===== src/mct_pkg.sv =====
`timescale 1ns / 1ps
// ----------------------------------------------------------------------------
// mct_pkg
// shared types, widths and codes of the claimant state tracker
// ----------------------------------------------------------------------------
package mct_pkg;

    localparam int TABLE_ENTRIES = 16;
    localparam int IDX_W = (TABLE_ENTRIES > 1) ? $clog2(TABLE_ENTRIES) : 1;
    localparam int CNT_W = $clog2(TABLE_ENTRIES + 1);

    localparam int MSG_W = 8;
    localparam int MAC_W = 48;
    localparam int LEN_W = 16;
    localparam int CS_W  = 3;
    localparam int TOT_W = 32;

    typedef logic [CS_W-1:0] claim_state_t;

    // claim states
    localparam claim_state_t ST_UNKNOWN   = 3'd0;
    localparam claim_state_t ST_PROBING   = 3'd1;
    localparam claim_state_t ST_ACQUIRED  = 3'd2;
    localparam claim_state_t ST_DEFENDING = 3'd3;
    localparam claim_state_t ST_LOST      = 3'd4;

    // message types
    localparam logic [MSG_W-1:0] MSG_PROBE    = 8'd1;
    localparam logic [MSG_W-1:0] MSG_DEFEND   = 8'd2;
    localparam logic [MSG_W-1:0] MSG_ANNOUNCE = 8'd3;

    // result status
    localparam logic STAT_MOVE = 1'b0;
    localparam logic STAT_FULL = 1'b1;

    typedef struct packed {
        logic [MAC_W-1:0] key;
        logic [MAC_W-1:0] start;
        logic [LEN_W-1:0] len;
        claim_state_t     state;
        logic [TOT_W-1:0] probes;
        logic [TOT_W-1:0] conflicts;
    } row_t;

    localparam int ROW_W = $bits(row_t);

    typedef struct packed {
        logic             status;
        logic [MAC_W-1:0] who;
        claim_state_t     from_state;
        claim_state_t     to_state;
        logic [MAC_W-1:0] range_base;
        logic [LEN_W-1:0] range_len;
        logic [TOT_W-1:0] probe_total;
        logic [TOT_W-1:0] conflict_total;
    } res_t;

    function automatic logic [TOT_W-1:0] sat_inc(input logic [TOT_W-1:0] v);
        return (&v) ? v : v + TOT_W'(1);
    endfunction

endpackage


===== src/mct_in_if.sv =====
`timescale 1ns / 1ps
// ----------------------------------------------------------------------------
// mct_in_if
// message channel: valid/ready with one decoded message per transfer
// ----------------------------------------------------------------------------
interface mct_in_if;
    logic                      valid;
    logic                      ready;
    logic [mct_pkg::MSG_W-1:0] msg_type;
    logic [mct_pkg::MAC_W-1:0] claimant_mac;
    logic [mct_pkg::MAC_W-1:0] req_start;
    logic [mct_pkg::LEN_W-1:0] req_count;

    modport source (output valid, output msg_type, output claimant_mac,
                    output req_start, output req_count, input ready);
    modport sink   (input valid, input msg_type, input claimant_mac,
                    input req_start, input req_count, output ready);
endinterface


===== src/mct_out_if.sv =====
`timescale 1ns / 1ps
// ----------------------------------------------------------------------------
// mct_out_if
// result channel: valid/ready with one state report per transfer
// ----------------------------------------------------------------------------
interface mct_out_if;
    logic                      valid;
    logic                      ready;
    logic                      status;
    logic [mct_pkg::MAC_W-1:0] who;
    mct_pkg::claim_state_t     from_state;
    mct_pkg::claim_state_t     to_state;
    logic [mct_pkg::MAC_W-1:0] range_base;
    logic [mct_pkg::LEN_W-1:0] range_len;
    logic [mct_pkg::TOT_W-1:0] probe_total;
    logic [mct_pkg::TOT_W-1:0] conflict_total;
    logic                      last;

    modport source (output valid, output status, output who, output from_state,
                    output to_state, output range_base, output range_len,
                    output probe_total, output conflict_total, output last,
                    input ready);
    modport sink   (input valid, input status, input who, input from_state,
                    input to_state, input range_base, input range_len,
                    input probe_total, input conflict_total, input last,
                    output ready);
endinterface


===== src/mct_ram.sv =====
`timescale 1ns / 1ps
// ----------------------------------------------------------------------------
// mct_ram
// generic ram, one write port and one read port with registered read data
// ----------------------------------------------------------------------------
module mct_ram #(
    parameter int WIDTH = 8,
    parameter int DEPTH = 16
) (
    input  logic                                      clk,
    input  logic                                      wr_en,
    input  logic [((DEPTH > 1) ? $clog2(DEPTH) : 1)-1:0] wr_addr,
    input  logic [WIDTH-1:0]                          wr_data,
    input  logic                                      rd_en,
    input  logic [((DEPTH > 1) ? $clog2(DEPTH) : 1)-1:0] rd_addr,
    output logic [WIDTH-1:0]                          rd_data
);

    logic [WIDTH-1:0] mem_reg [DEPTH];
    logic [WIDTH-1:0] rd_data_reg;

    always_ff @(posedge clk)
    begin
        if (wr_en)
        begin
            mem_reg[wr_addr] <= wr_data;
        end
        if (rd_en)
        begin
            rd_data_reg <= mem_reg[rd_addr];
        end
    end

    assign rd_data = rd_data_reg;

endmodule


===== src/maap_claimant_state_tracker_unit.sv =====
`timescale 1ns / 1ps
// ----------------------------------------------------------------------------
// maap_claimant_state_tracker_unit
// claimant table with per-station claim state, range and saturating counters
// ----------------------------------------------------------------------------
// sequence: accept, a key scan over all TABLE_ENTRIES entries, update, then one
//   output transfer per result (up to two), held while the result channel stalls
// one message at a time, paced by the entry-by-entry key scan through the single
//   table read port; a new message is taken only once the sequencer is back in idle
// reset: control and entry valid bits cleared at once; table contents are
//   not cleared (unused until written), so no clearing pass is needed
// ----------------------------------------------------------------------------
module maap_claimant_state_tracker_unit (
    input  logic              clk,
    input  logic              rst_n,
    mct_in_if.sink            msg,
    mct_out_if.source         res
);

    // sequencer states
    localparam logic [2:0] S_IDLE = 3'd0;
    localparam logic [2:0] S_SCAN = 3'd1;
    localparam logic [2:0] S_PROC = 3'd2;
    localparam logic [2:0] S_EMIT = 3'd3;

    localparam int N = mct_pkg::TABLE_ENTRIES;

    // control
    logic [2:0]                    state_reg, state_next;
    logic [mct_pkg::CNT_W-1:0]     scan_cnt_reg, scan_cnt_next;
    logic                          cmp_vld_reg, cmp_vld_next;
    logic [mct_pkg::IDX_W-1:0]     cmp_idx_reg, cmp_idx_next;
    logic                          found_reg, found_next;
    logic [mct_pkg::IDX_W-1:0]     ent_idx_reg, ent_idx_next;
    logic                          free_vld_reg, free_vld_next;
    logic [mct_pkg::IDX_W-1:0]     free_idx_reg, free_idx_next;
    logic [N-1:0]                  valid_reg, valid_next;
    logic                          have_a_reg, have_a_next;
    logic                          have_b_reg, have_b_next;
    logic                          out_vld_reg, out_vld_next;

    // payload
    logic [mct_pkg::MSG_W-1:0]     msg_type_reg, msg_type_next;
    logic [mct_pkg::MAC_W-1:0]     mac_reg, mac_next;
    logic [mct_pkg::MAC_W-1:0]     start_reg, start_next;
    logic [mct_pkg::LEN_W-1:0]     len_reg, len_next;
    mct_pkg::row_t                 row_reg, row_next;
    mct_pkg::res_t                 res_a_reg, res_a_next;
    mct_pkg::res_t                 res_b_reg, res_b_next;
    mct_pkg::res_t                 out_res_reg, out_res_next;
    logic                          out_last_reg, out_last_next;

    // table port
    logic                          rd_en;
    logic [mct_pkg::IDX_W-1:0]     rd_addr;
    logic [mct_pkg::ROW_W-1:0]     rd_data;
    mct_pkg::row_t                 rd_row;
    logic                          wr_en;
    logic [mct_pkg::IDX_W-1:0]     wr_addr;
    mct_pkg::row_t                 wr_row;

    // update datapath
    mct_pkg::row_t                 cur_row;
    logic                          is_probe, is_def, is_ann;
    logic                          lost;
    mct_pkg::claim_state_t         st_mid;
    mct_pkg::claim_state_t         target;
    logic                          move_en;
    logic [mct_pkg::TOT_W-1:0]     probes_n, conf_n;
    logic                          out_space;

    mct_ram #(
        .WIDTH (mct_pkg::ROW_W),
        .DEPTH (N)
    ) u_table (
        .clk     (clk),
        .wr_en   (wr_en),
        .wr_addr (wr_addr),
        .wr_data (wr_row),
        .rd_en   (rd_en),
        .rd_addr (rd_addr),
        .rd_data (rd_data)
    );

    assign rd_row  = mct_pkg::row_t'(rd_data);
    assign rd_en   = (state_reg == S_SCAN) && (scan_cnt_reg < mct_pkg::CNT_W'(N));
    assign rd_addr = scan_cnt_reg[mct_pkg::IDX_W-1:0];

    // a claimant not in the table starts as unknown with cleared counters
    always_comb
    begin
        if (found_reg)
        begin
            cur_row = row_reg;
        end
        else
        begin
            cur_row.key       = mac_reg;
            cur_row.start     = start_reg;
            cur_row.len       = len_reg;
            cur_row.state     = mct_pkg::ST_UNKNOWN;
            cur_row.probes    = '0;
            cur_row.conflicts = '0;
        end
    end

    assign is_probe = (msg_type_reg == mct_pkg::MSG_PROBE);
    assign is_def   = (msg_type_reg == mct_pkg::MSG_DEFEND);
    assign is_ann   = (msg_type_reg == mct_pkg::MSG_ANNOUNCE);

    // probe for a changed range from a holder drops the claim first
    assign lost = is_probe
               && (cur_row.state == mct_pkg::ST_ACQUIRED
                   || cur_row.state == mct_pkg::ST_DEFENDING)
               && (cur_row.start != start_reg || cur_row.len != len_reg);

    assign st_mid   = lost ? mct_pkg::ST_LOST : cur_row.state;
    assign probes_n = is_probe ? mct_pkg::sat_inc(cur_row.probes) : cur_row.probes;
    assign conf_n   = is_def ? mct_pkg::sat_inc(cur_row.conflicts) : cur_row.conflicts;

    always_comb
    begin
        priority if (is_probe)
        begin
            target = mct_pkg::ST_PROBING;
        end
        else if (is_ann)
        begin
            target = mct_pkg::ST_ACQUIRED;
        end
        else
        begin
            target = mct_pkg::ST_DEFENDING;
        end
    end

    // ignored types and moves to the held state give no move report
    assign move_en = (is_probe || is_ann || is_def) && (st_mid != target);

    // write back in the update cycle unless the message is dropped
    assign wr_en   = (state_reg == S_PROC) && (found_reg || free_vld_reg);
    assign wr_addr = found_reg ? ent_idx_reg : free_idx_reg;

    always_comb
    begin
        wr_row.key       = cur_row.key;
        wr_row.start     = start_reg;
        wr_row.len       = len_reg;
        wr_row.state     = move_en ? target : st_mid;
        wr_row.probes    = probes_n;
        wr_row.conflicts = conf_n;
    end

    // output register is free when empty or being drained this cycle
    assign out_space = !out_vld_reg || res.ready;

    always_comb
    begin
        state_next    = state_reg;
        scan_cnt_next = scan_cnt_reg;
        cmp_vld_next  = cmp_vld_reg;
        cmp_idx_next  = cmp_idx_reg;
        found_next    = found_reg;
        ent_idx_next  = ent_idx_reg;
        free_vld_next = free_vld_reg;
        free_idx_next = free_idx_reg;
        valid_next    = valid_reg;
        have_a_next   = have_a_reg;
        have_b_next   = have_b_reg;
        out_vld_next  = out_vld_reg && !res.ready;
        msg_type_next = msg_type_reg;
        mac_next      = mac_reg;
        start_next    = start_reg;
        len_next      = len_reg;
        row_next      = row_reg;
        res_a_next    = res_a_reg;
        res_b_next    = res_b_reg;
        out_res_next  = out_res_reg;
        out_last_next = out_last_reg;

        unique case (state_reg)
            S_IDLE:
            begin
                if (msg.valid)
                begin
                    msg_type_next = msg.msg_type;
                    mac_next      = msg.claimant_mac;
                    start_next    = msg.req_start;
                    len_next      = msg.req_count;
                    scan_cnt_next = '0;
                    cmp_vld_next  = 1'b0;
                    found_next    = 1'b0;
                    free_vld_next = 1'b0;
                    state_next    = S_SCAN;
                end
            end

            S_SCAN:
            begin
                // read one entry per cycle, compare the one read last cycle
                cmp_vld_next = rd_en;
                cmp_idx_next = rd_addr;
                if (rd_en)
                begin
                    scan_cnt_next = scan_cnt_reg + mct_pkg::CNT_W'(1);
                end
                if (cmp_vld_reg)
                begin
                    if (valid_reg[cmp_idx_reg])
                    begin
                        if (!found_reg && rd_row.key == mac_reg)
                        begin
                            found_next   = 1'b1;
                            ent_idx_next = cmp_idx_reg;
                            row_next     = rd_row;
                        end
                    end
                    else if (!free_vld_reg)
                    begin
                        free_vld_next = 1'b1;
                        free_idx_next = cmp_idx_reg;
                    end
                end
                // the last entry is compared in the cycle its count is reached
                if (scan_cnt_reg == mct_pkg::CNT_W'(N))
                begin
                    state_next = S_PROC;
                end
            end

            S_PROC:
            begin
                res_a_next.status         = mct_pkg::STAT_MOVE;
                res_a_next.who            = cur_row.key;
                res_a_next.from_state     = cur_row.state;
                res_a_next.to_state       = mct_pkg::ST_LOST;
                res_a_next.range_base     = cur_row.start;
                res_a_next.range_len      = cur_row.len;
                res_a_next.probe_total    = cur_row.probes;
                res_a_next.conflict_total = cur_row.conflicts;
                if (found_reg || free_vld_reg)
                begin
                    res_b_next.status         = mct_pkg::STAT_MOVE;
                    res_b_next.who            = cur_row.key;
                    res_b_next.from_state     = st_mid;
                    res_b_next.to_state       = target;
                    res_b_next.range_base     = start_reg;
                    res_b_next.range_len      = len_reg;
                    res_b_next.probe_total    = probes_n;
                    res_b_next.conflict_total = conf_n;
                    have_a_next               = lost;
                    have_b_next               = move_en;
                    valid_next[wr_addr]       = 1'b1;
                    state_next = (lost || move_en) ? S_EMIT : S_IDLE;
                end
                else
                begin
                    // table full: message dropped, one report
                    res_b_next            = '0;
                    res_b_next.status     = mct_pkg::STAT_FULL;
                    res_b_next.who        = mac_reg;
                    have_a_next           = 1'b0;
                    have_b_next           = 1'b1;
                    state_next            = S_EMIT;
                end
            end

            S_EMIT:
            begin
                if (out_space)
                begin
                    out_vld_next = 1'b1;
                    if (have_a_reg)
                    begin
                        out_res_next  = res_a_reg;
                        out_last_next = !have_b_reg;
                        have_a_next   = 1'b0;
                        if (!have_b_reg)
                        begin
                            state_next = S_IDLE;
                        end
                    end
                    else
                    begin
                        out_res_next  = res_b_reg;
                        out_last_next = 1'b1;
                        have_b_next   = 1'b0;
                        state_next    = S_IDLE;
                    end
                end
            end

            default:
            begin
                state_next = S_IDLE;
            end
        endcase
    end

    always_ff @(posedge clk or negedge rst_n)
    begin
        if (!rst_n)
        begin
            state_reg    <= S_IDLE;
            scan_cnt_reg <= '0;
            cmp_vld_reg  <= 1'b0;
            cmp_idx_reg  <= '0;
            found_reg    <= 1'b0;
            ent_idx_reg  <= '0;
            free_vld_reg <= 1'b0;
            free_idx_reg <= '0;
            valid_reg    <= '0;
            have_a_reg   <= 1'b0;
            have_b_reg   <= 1'b0;
            out_vld_reg  <= 1'b0;
        end
        else
        begin
            state_reg    <= state_next;
            scan_cnt_reg <= scan_cnt_next;
            cmp_vld_reg  <= cmp_vld_next;
            cmp_idx_reg  <= cmp_idx_next;
            found_reg    <= found_next;
            ent_idx_reg  <= ent_idx_next;
            free_vld_reg <= free_vld_next;
            free_idx_reg <= free_idx_next;
            valid_reg    <= valid_next;
            have_a_reg   <= have_a_next;
            have_b_reg   <= have_b_next;
            out_vld_reg  <= out_vld_next;
        end
    end

    always_ff @(posedge clk)
    begin
        msg_type_reg <= msg_type_next;
        mac_reg      <= mac_next;
        start_reg    <= start_next;
        len_reg      <= len_next;
        row_reg      <= row_next;
        res_a_reg    <= res_a_next;
        res_b_reg    <= res_b_next;
        out_res_reg  <= out_res_next;
        out_last_reg <= out_last_next;
    end

    // channel drive
    assign msg.ready          = (state_reg == S_IDLE);
    assign res.valid          = out_vld_reg;
    assign res.status         = out_res_reg.status;
    assign res.who            = out_res_reg.who;
    assign res.from_state     = out_res_reg.from_state;
    assign res.to_state       = out_res_reg.to_state;
    assign res.range_base     = out_res_reg.range_base;
    assign res.range_len      = out_res_reg.range_len;
    assign res.probe_total    = out_res_reg.probe_total;
    assign res.conflict_total = out_res_reg.conflict_total;
    assign res.last           = out_last_reg;

    // one message at a time: no transfer right after an accepted one
    a_no_back_to_back: assert property (@(posedge clk) disable iff (!rst_n)
        msg.valid && msg.ready |=> !msg.ready)
        else $error("message accepted while previous one in flight");

    // a drop happens only when every entry is in use
    a_full_only_when_full: assert property (@(posedge clk) disable iff (!rst_n)
        (state_reg == S_PROC) && !found_reg && !free_vld_reg
        |-> ($countones(valid_reg) == N))
        else $error("table full reported with a free entry");

    // a matched entry is always a valid one
    a_match_valid: assert property (@(posedge clk) disable iff (!rst_n)
        (state_reg == S_PROC) && found_reg |-> valid_reg[ent_idx_reg])
        else $error("matched entry not valid");

    // a lost report is always followed by a second report of the same message
    a_lost_then_move: assert property (@(posedge clk) disable iff (!rst_n)
        (state_reg == S_EMIT) && have_a_reg |-> have_b_reg)
        else $error("lost report without a following move");

endmodule

===== src/flat_wrapper.sv =====
// flat-port wrapper written by rule: the top's interface ports become plain ports
module maap_claimant_state_tracker_unit_flat 
  (clk, rst_n, msg_valid, msg_msg_type, msg_claimant_mac, msg_req_start, msg_req_count, msg_ready, res_valid, res_status, res_who, res_from_state, res_to_state, res_range_base, res_range_len, res_probe_total, res_conflict_total, res_last, res_ready);
  mct_in_if msg_i ();
  mct_out_if res_i ();
  input  logic clk;
  input  logic rst_n;
  input wire logic [$bits(msg_i.valid)-1:0] msg_valid;
  input wire logic [$bits(msg_i.msg_type)-1:0] msg_msg_type;
  input wire logic [$bits(msg_i.claimant_mac)-1:0] msg_claimant_mac;
  input wire logic [$bits(msg_i.req_start)-1:0] msg_req_start;
  input wire logic [$bits(msg_i.req_count)-1:0] msg_req_count;
  output wire logic [$bits(msg_i.ready)-1:0] msg_ready;
  output wire logic [$bits(res_i.valid)-1:0] res_valid;
  output wire logic [$bits(res_i.status)-1:0] res_status;
  output wire logic [$bits(res_i.who)-1:0] res_who;
  output wire logic [$bits(res_i.from_state)-1:0] res_from_state;
  output wire logic [$bits(res_i.to_state)-1:0] res_to_state;
  output wire logic [$bits(res_i.range_base)-1:0] res_range_base;
  output wire logic [$bits(res_i.range_len)-1:0] res_range_len;
  output wire logic [$bits(res_i.probe_total)-1:0] res_probe_total;
  output wire logic [$bits(res_i.conflict_total)-1:0] res_conflict_total;
  output wire logic [$bits(res_i.last)-1:0] res_last;
  input wire logic [$bits(res_i.ready)-1:0] res_ready;
  assign msg_i.valid = msg_valid;
  assign msg_i.msg_type = msg_msg_type;
  assign msg_i.claimant_mac = msg_claimant_mac;
  assign msg_i.req_start = msg_req_start;
  assign msg_i.req_count = msg_req_count;
  assign msg_ready = msg_i.ready;
  assign res_valid = res_i.valid;
  assign res_status = res_i.status;
  assign res_who = res_i.who;
  assign res_from_state = res_i.from_state;
  assign res_to_state = res_i.to_state;
  assign res_range_base = res_i.range_base;
  assign res_range_len = res_i.range_len;
  assign res_probe_total = res_i.probe_total;
  assign res_conflict_total = res_i.conflict_total;
  assign res_last = res_i.last;
  assign res_i.ready = res_ready;
  maap_claimant_state_tracker_unit u_core (.clk(clk), .rst_n(rst_n), .msg(msg_i), .res(res_i));
endmodule

===== config.mk =====
export PLATFORM = sky130hd
export DESIGN_NAME = maap_claimant_state_tracker_unit_flat
export DESIGN_NICKNAME = d
export VERILOG_FILES = /design/src/mct_pkg.sv /design/src/mct_in_if.sv /design/src/mct_out_if.sv /design/src/mct_ram.sv /design/src/maap_claimant_state_tracker_unit.sv /design/src/flat_wrapper.sv
export SDC_FILE = /design/constraint.sdc
export NUM_CORES = 2
export LEC_CHECK = 0
export BUFFER_PORTS_ARGS = -buffer_cell sky130_fd_sc_hd__buf_2
export CAP_MARGIN = 30
export CORE_MARGIN = 2
export CORE_UTILIZATION = 51
export DETAILED_ROUTE_END_ITERATION = 12
export GPL_TIMING_DRIVEN = 0
export PLACE_DENSITY_LB_ADDON = 0.25
export SLEW_MARGIN = 20
export SYNTH_ARGS = -nofsm -noshare
export SYNTH_HDL_FRONTEND = slang
export SYNTH_SLANG_ARGS = --single-unit

===== constraint.sdc =====
create_clock -name clk -period 56.2 [get_ports clk]
set_clock_uncertainty 0.2 [all_clocks]
set_input_delay 2.81 -clock clk [delete_from_list [all_inputs] [get_ports clk]]
set_output_delay 2.81 -clock clk [all_outputs]
set_load 0.05 [all_outputs]

After elaboration in Yosys (flattened, before gate mapping)
Memory sizes are Yosys's and may differ from the RTL's. A register that Yosys moved wholly into a read port is not among the register bits.
Cells that the tools add are included.
W data, S select, Z words.
{ "word_totals": {"ff_bits": 887, "ramBits": 2864, "inputBits": 124, "output_inout_bits": 186, "elab_cells": 162, "n_memories": 1} }
{ "classes": {"addsub": 3, "n_lt_le_gt_ge": 4, "n_eq_ne": 23, "n_mux": 47, "bitwise_logic": 3, "n_reduce_logical": 36} }
{ "memory_table": {"columns": ["memory", "words", "width", "read_ports", "rd_clocked_by_memory_dff", "write_ports", "line_no", "text"], "rows": [
  ["u_core.u_table.mem_reg", 16, 179, 1, 1, 1, "mct_ram.sv:19", "logic [WIDTH-1:0] mem_reg [DEPTH];"]
]} }
{ "op_table": {"columns": ["operator", "count"], "rows": [
  ["$mux W183", 1],
  ["$mux W182", 1],
  ["$mux W179", 1],
  ["$mux W32", 4],
  ["$add A32 B1 Y32 const B", 2],
  ["$reduce_and A32 Y1", 2],
  ["$eq A48 B48 Y1", 1],
  ["$ne A48 B48 Y1", 1],
  ["$mux W3", 9],
  ["$mux W1", 18],
  ["$eq A8 B2 Y1 const B", 2],
  ["$ne A16 B16 Y1", 1],
  ["$or A16 B16 Y16", 1],
  ["$reduce_and A4 Y1", 4],
  ["$eq A3 B2 Y1 const B", 4],
  ["$ne A2 B2 Y1 const B", 6],
  ["$pmux W3 S4", 1],
  ["$lt A4 B5 Y1 const B", 2],
  ["$mux W5", 2],
  ["$pmux W1 S2", 5],
  ["$pmux W5 S2", 1],
  ["$reduce_and A2 Y1", 5],
  ["$eq A8 B1 Y1 const B", 1],
  ["$logic_and A1 B1 Y1", 8],
  ["other kinds (19)", 33]
]} }

Depth between registers and ports, before layout
{ "depth": {"depth_word": 12, "ltp_mapped": 17, "ltp_nobuf": 9} }

Modules after synthesis
A second synthesis with hierarchy kept.
{ "unflattened": {"cells_unflattened": 6637, "hier_area_um2": 146003.8} }
{ "by_module_without_submodules": {"columns": ["mod", "instances", "cells_each", "area_per_inst_um2", "seq_area_each_um2"], "rows": [
  ["mct_ram", 1, 4674, 112709.3, 91377.6],
  ["maap_claimant_state_tracker_unit", 1, 1963, 33294.4, 24958.9]
]} }

Worst setup path before layout
Ideal clock, no wire load.
{ "synth_path": {"path_type": "register to register", "startpoint": "register u_core.state_reg[1]", "endpoint": "register u_core.valid_reg[0]", "setup_ns": 0.113, "arrival_time_ns": 23.784, "t_required_ns": 55.887, "slack_ns": 32.102, "path_stages_with_launch": 7, "path_buffers": 1, "period_less_slack_ns": 24.098, "cell_sequence": "dfrtp_1 > clkbuf_1 > nor2b_1 > nor2b_1 > o21ai_0 > nor2_1 > or2_2"} }
{ "synth_between": {"elab_chain_len": 2} }
{ "synth_rtl": {"columns": ["element", "line_no", "text"], "rows": [
  ["start, declared", "maap_claimant_state_tracker_unit.sv:29", "logic [2:0] state_reg, state_next;"],
  ["start signal, assigned", "maap_claimant_state_tracker_unit.sv:319", "state_reg <= state_next;"],
  ["$eq A3 B2 Y1", "maap_claimant_state_tracker_unit.sv:181", "unique case (state_reg)"],
  ["$reduce_and A2 Y1 (no line)", null, null],
  ["end signal, assigned", "maap_claimant_state_tracker_unit.sv:327", "valid_reg <= valid_next;"],
  ["end, declared", "maap_claimant_state_tracker_unit.sv:37", "logic [N-1:0] valid_reg, valid_next;"]
]} }
Every way passes these cells.
A chain may end at the register's enable or synchronous reset.

==> results.py <==
metrics = {
    "critical_path": {
        "cp-start-kind": "register",
        "cp_slowest_cell": "clkbuf_1",
        "crit_path_max_incr_delay_ps": 800,
        "r2r-start": "u_core.found_reg",
        "timing.critical_path.mode_cell": "clkbuf_1",
        "crit_start": "u_core.found_reg",
        "crit_arrival_ps": 7710,
        "reg2reg_slack_ps": 48900,
        "crit_type": "register to register",
        "cp.required_ps": 56620,
        "crit_path_end_kind": "register",
        "path_cells": "buf_2, buf_2, clkbuf_1, clkbuf_1, clkbuf_2, clkbuf_1, buf_6, nand2_1, inv_1, ha_1, nand4_1, nor3_1, nand3_1, nor3b_1, nand2_1, xnor2_2",
        "cp_max_fo": 16,
    },
    "logic_synthesis": {
        "ys_types": 58,
        "ys.flop_type": "edfxtp_1",
        "synth-xor-area-share_pct": 0.9554,
        "synth.area.top_cells": "edfxtp_1 (79%), mux4_2 (14%), mux2_2 (1.9%)",
        "synth.top_cell.area_share_pct": 79.11,
        "ys_warn_count": 0,
        "synth_nets": 6304,
        "synth_top_cell_by_area": "edfxtp_1",
        "synth_area_mm2": 0.1458,
        "async_flop_share_pct": 1.056,
        "avgSynthCellArea_um2": 23.60,
        "synth_simple_gate_area_share_pct": 1.915,
        "synth.area.mux_share_pct": 15.83,
        "synth_top_family_by_area": "multiplexers",
        "ys_seq_area_share_pct": 79.81,
        "synth-seq-cells": 3881,
        "synth_compound_area_share_pct": 0.5580,
        "postSynthCellCount": 6176,
        "synth-adder-area-share_pct": 0.03434,
        "synth-edff-count": 3840,
    },
    "cells_and_area": {
        "fillers": 19074,
        "largest_reg_flops": 2864,
        "regArea_mm2": 0.1163,
        "nets": 7416,
        "final_core_util_pct": 60.83,
        "final_layout_size_suffix_gt1_share_pct": 34.04,
        "final_cells": 11380,
        "syn_to_final_growth_pct": 18.82,
        "stdcell_area_mm2": 0.1732,
        "multi_input_area_mm2": 0.02851,
    },
    "grt": {
        "grt_busiest_layer": "met2",
        "met3_usage_pct": 4.754,
        "grt.met1_usage_pct": 36.61,
        "grt_use_total_pct": 26.19,
        "grt_max_degree": 47,
        "antenna_found_initial": 24,
        "overflow": 0,
        "gr-usage-met2_pct": 42.43,
        "grt_pass1_vias": 71378,
        "grt_pass1_wl_um": 535100,
    },
    "clock_tree": {
        "clk_pin_slew_ps": 60,
        "cts_tree": "built",
        "clk_latency_ps": 960,
        "clockBufferDepth": 4,
        "cts_resized": 0,
        "cts_root_buffer": "clkbuf_16",
        "cts_max_level": 5,
        "cts_hold_buf": 0,
        "cts_made_buffers": 390,
        "cts.sinks": 3881,
        "post-cts-setup-buffers": 0,
    },
    "sta": {
        "hold_viol": 0,
        "setup_violations": 0,
        "rsz0062_at_grt": "false",
        "fmax_mhz": 137.1,
        "min_period_ps": 7296,
        "fin_setup_tns_ps": 0,
        "maxSlewViolCount": 0,
        "min_period_over_period_pct": 12.98,
        "worst_slew_pin_slew_ps": 1063,
        "slew_headroom_pct": 29.16,
    },
    "place": {
        "dp.cells": 10638,
        "portBuffers": 309,
        "dp.final_hpwl_um": 251500,
        "gp_congestion": 0.9202,
        "placed_area_mm2": 0.1597,
    },
    "hold_path": {
        "hold_path.startpoint": "u_core.res_a_reg[152]",
        "hold_path_class": "register to register",
    },
    "drt": {
        "drtIter0Drc": 9645,
        "drt-total-wl_um": 382200,
        "drcViolationCount": 0,
        "dr.pass1.iters": 6,
        "num_vias": 70957,
        "ant_nets": 0,
        "drt-vias-per-instance": 6.235,
        "wl_per_cell_um": 33.59,
    },
    "pwr": {
        "finalPower_mw": 8.174,
        "ir_drop_uv": 34.42,
        "leakagePower_nw": 55.75,
        "powerDensity_mw_per_mm2": 47.20,
    },
    "floorplanning": {
        "io_pins": 310,
        "die_area_mm2": 0.2901,
        "core.rowCount": 196,
        "die_x_um": 538.6,
        "fp.coreArea_mm2": 0.2847,
        "start_util_pct": 51.19,
        "die_h_um": 538.6,
    },
    "run": {
        "maxCapViolCount": 0,
    },
    "run_status": {
        "status": "finished clean",
    },
}
-- Yosys cell counts (all sizes together) (9+ instances only) --
master,number
xor2,51
nor3,23
dfrtp,41
inv,57
nand2,106
o21ai,34
clkbuf,188
nand2b,24
edfxtp,3840
nor2b,81
or2,17
buf,98
nand4,39
and3,15
nor4,26
a2111o,9
a21oi,18
and2,57
nand3,31
o22ai,11
nor2,84
mux4,899
mux2,247
xnor2,108
-- cell usage in the layout, fill, tap and decap left out, drive strengths merged, types with 67 or more instances in the layout --
master	n
mux4	899
clkbuf	660
clkinv	173
inv	67
xnor2	108
nand2	106
edfxtp	3840
mux2	247
nor2	84
nor2b	81
buf	809
-- metrics by stage --
step | setup slack [ps] | hold slack [ps]
6_report | 48900 | 201.1
5_1_grt | 48730 | 205.2
4_1_cts | 48220 | 192.1
3_5_place_dp | 48290 | 204.5
3_3_place_gp | 11810 | 200.8
2_1_floorplan | 32100 | 200.3
-- final timing paths --
| path | endpoint | cells after the start |
|---|---|---|
| worst max-delay path | u_core.u_table.mem_reg[4][60] | 16 |
| max in group asynchronous | u_core.valid_reg[0] | 2 |
| worst max register to register | u_core.u_table.mem_reg[4][60] | 16 |
| worst min register to register | u_core.res.who[18] | 0 |
| min in group asynchronous | u_core.scan_cnt_reg[0] | 1 |
| worst min-delay path | u_core.res.who[18] | 0 |
-- layer usage --
layer | vias to the layer above | part of all wire (%)
met1 | 37907 | 38
met4 | 4 | 3.4
li1 | 28238 | -
met5 | - | 0.0073
met3 | 694 | 9.4
met2 | 4114 | 49
-- cell type report --
cell class                 count  share of cell area, %
multi-input combinational   1952                  16.46
timing repair buffer         720                  5.285
clock inverter               250                  1.665
clock buffer                 463                  5.885
tap                         3762                  2.718
sequential                  3881                  67.17
inverter                      57                 0.1235
buffer                       286                 0.6762
antenna                        9                0.01300
-- report_power, final --
group	leakage (nW)	internal (mW)	switching, mW
clock	6.36	1.54	1.11
sequential	35.7	3.56	0.136
combinational	13.7	0.792	1.03
total	55.8	5.90	2.27
-- cells by family after synthesis --
logic type / after synthesis
flip-flops: 3881
adder cells (fa/ha/maj): 4
AO/OA/AOI/OAI: 115
XOR/XNOR: 159
buffers and inverters: 343
AND/OR/NAND/NOR: 524
multiplexers: 1150
-- critical path, delay by kind of cell, from the launching register on --
family                   cells  cell delay [ps]
adder cells (fa/ha/maj)      1              200
buffers and inverters        8             3680
XOR/XNOR                     1              660
flip-flops                   1              320
AND/OR/NAND/NOR              6             1860
Power figures use the tool's default switching activity.
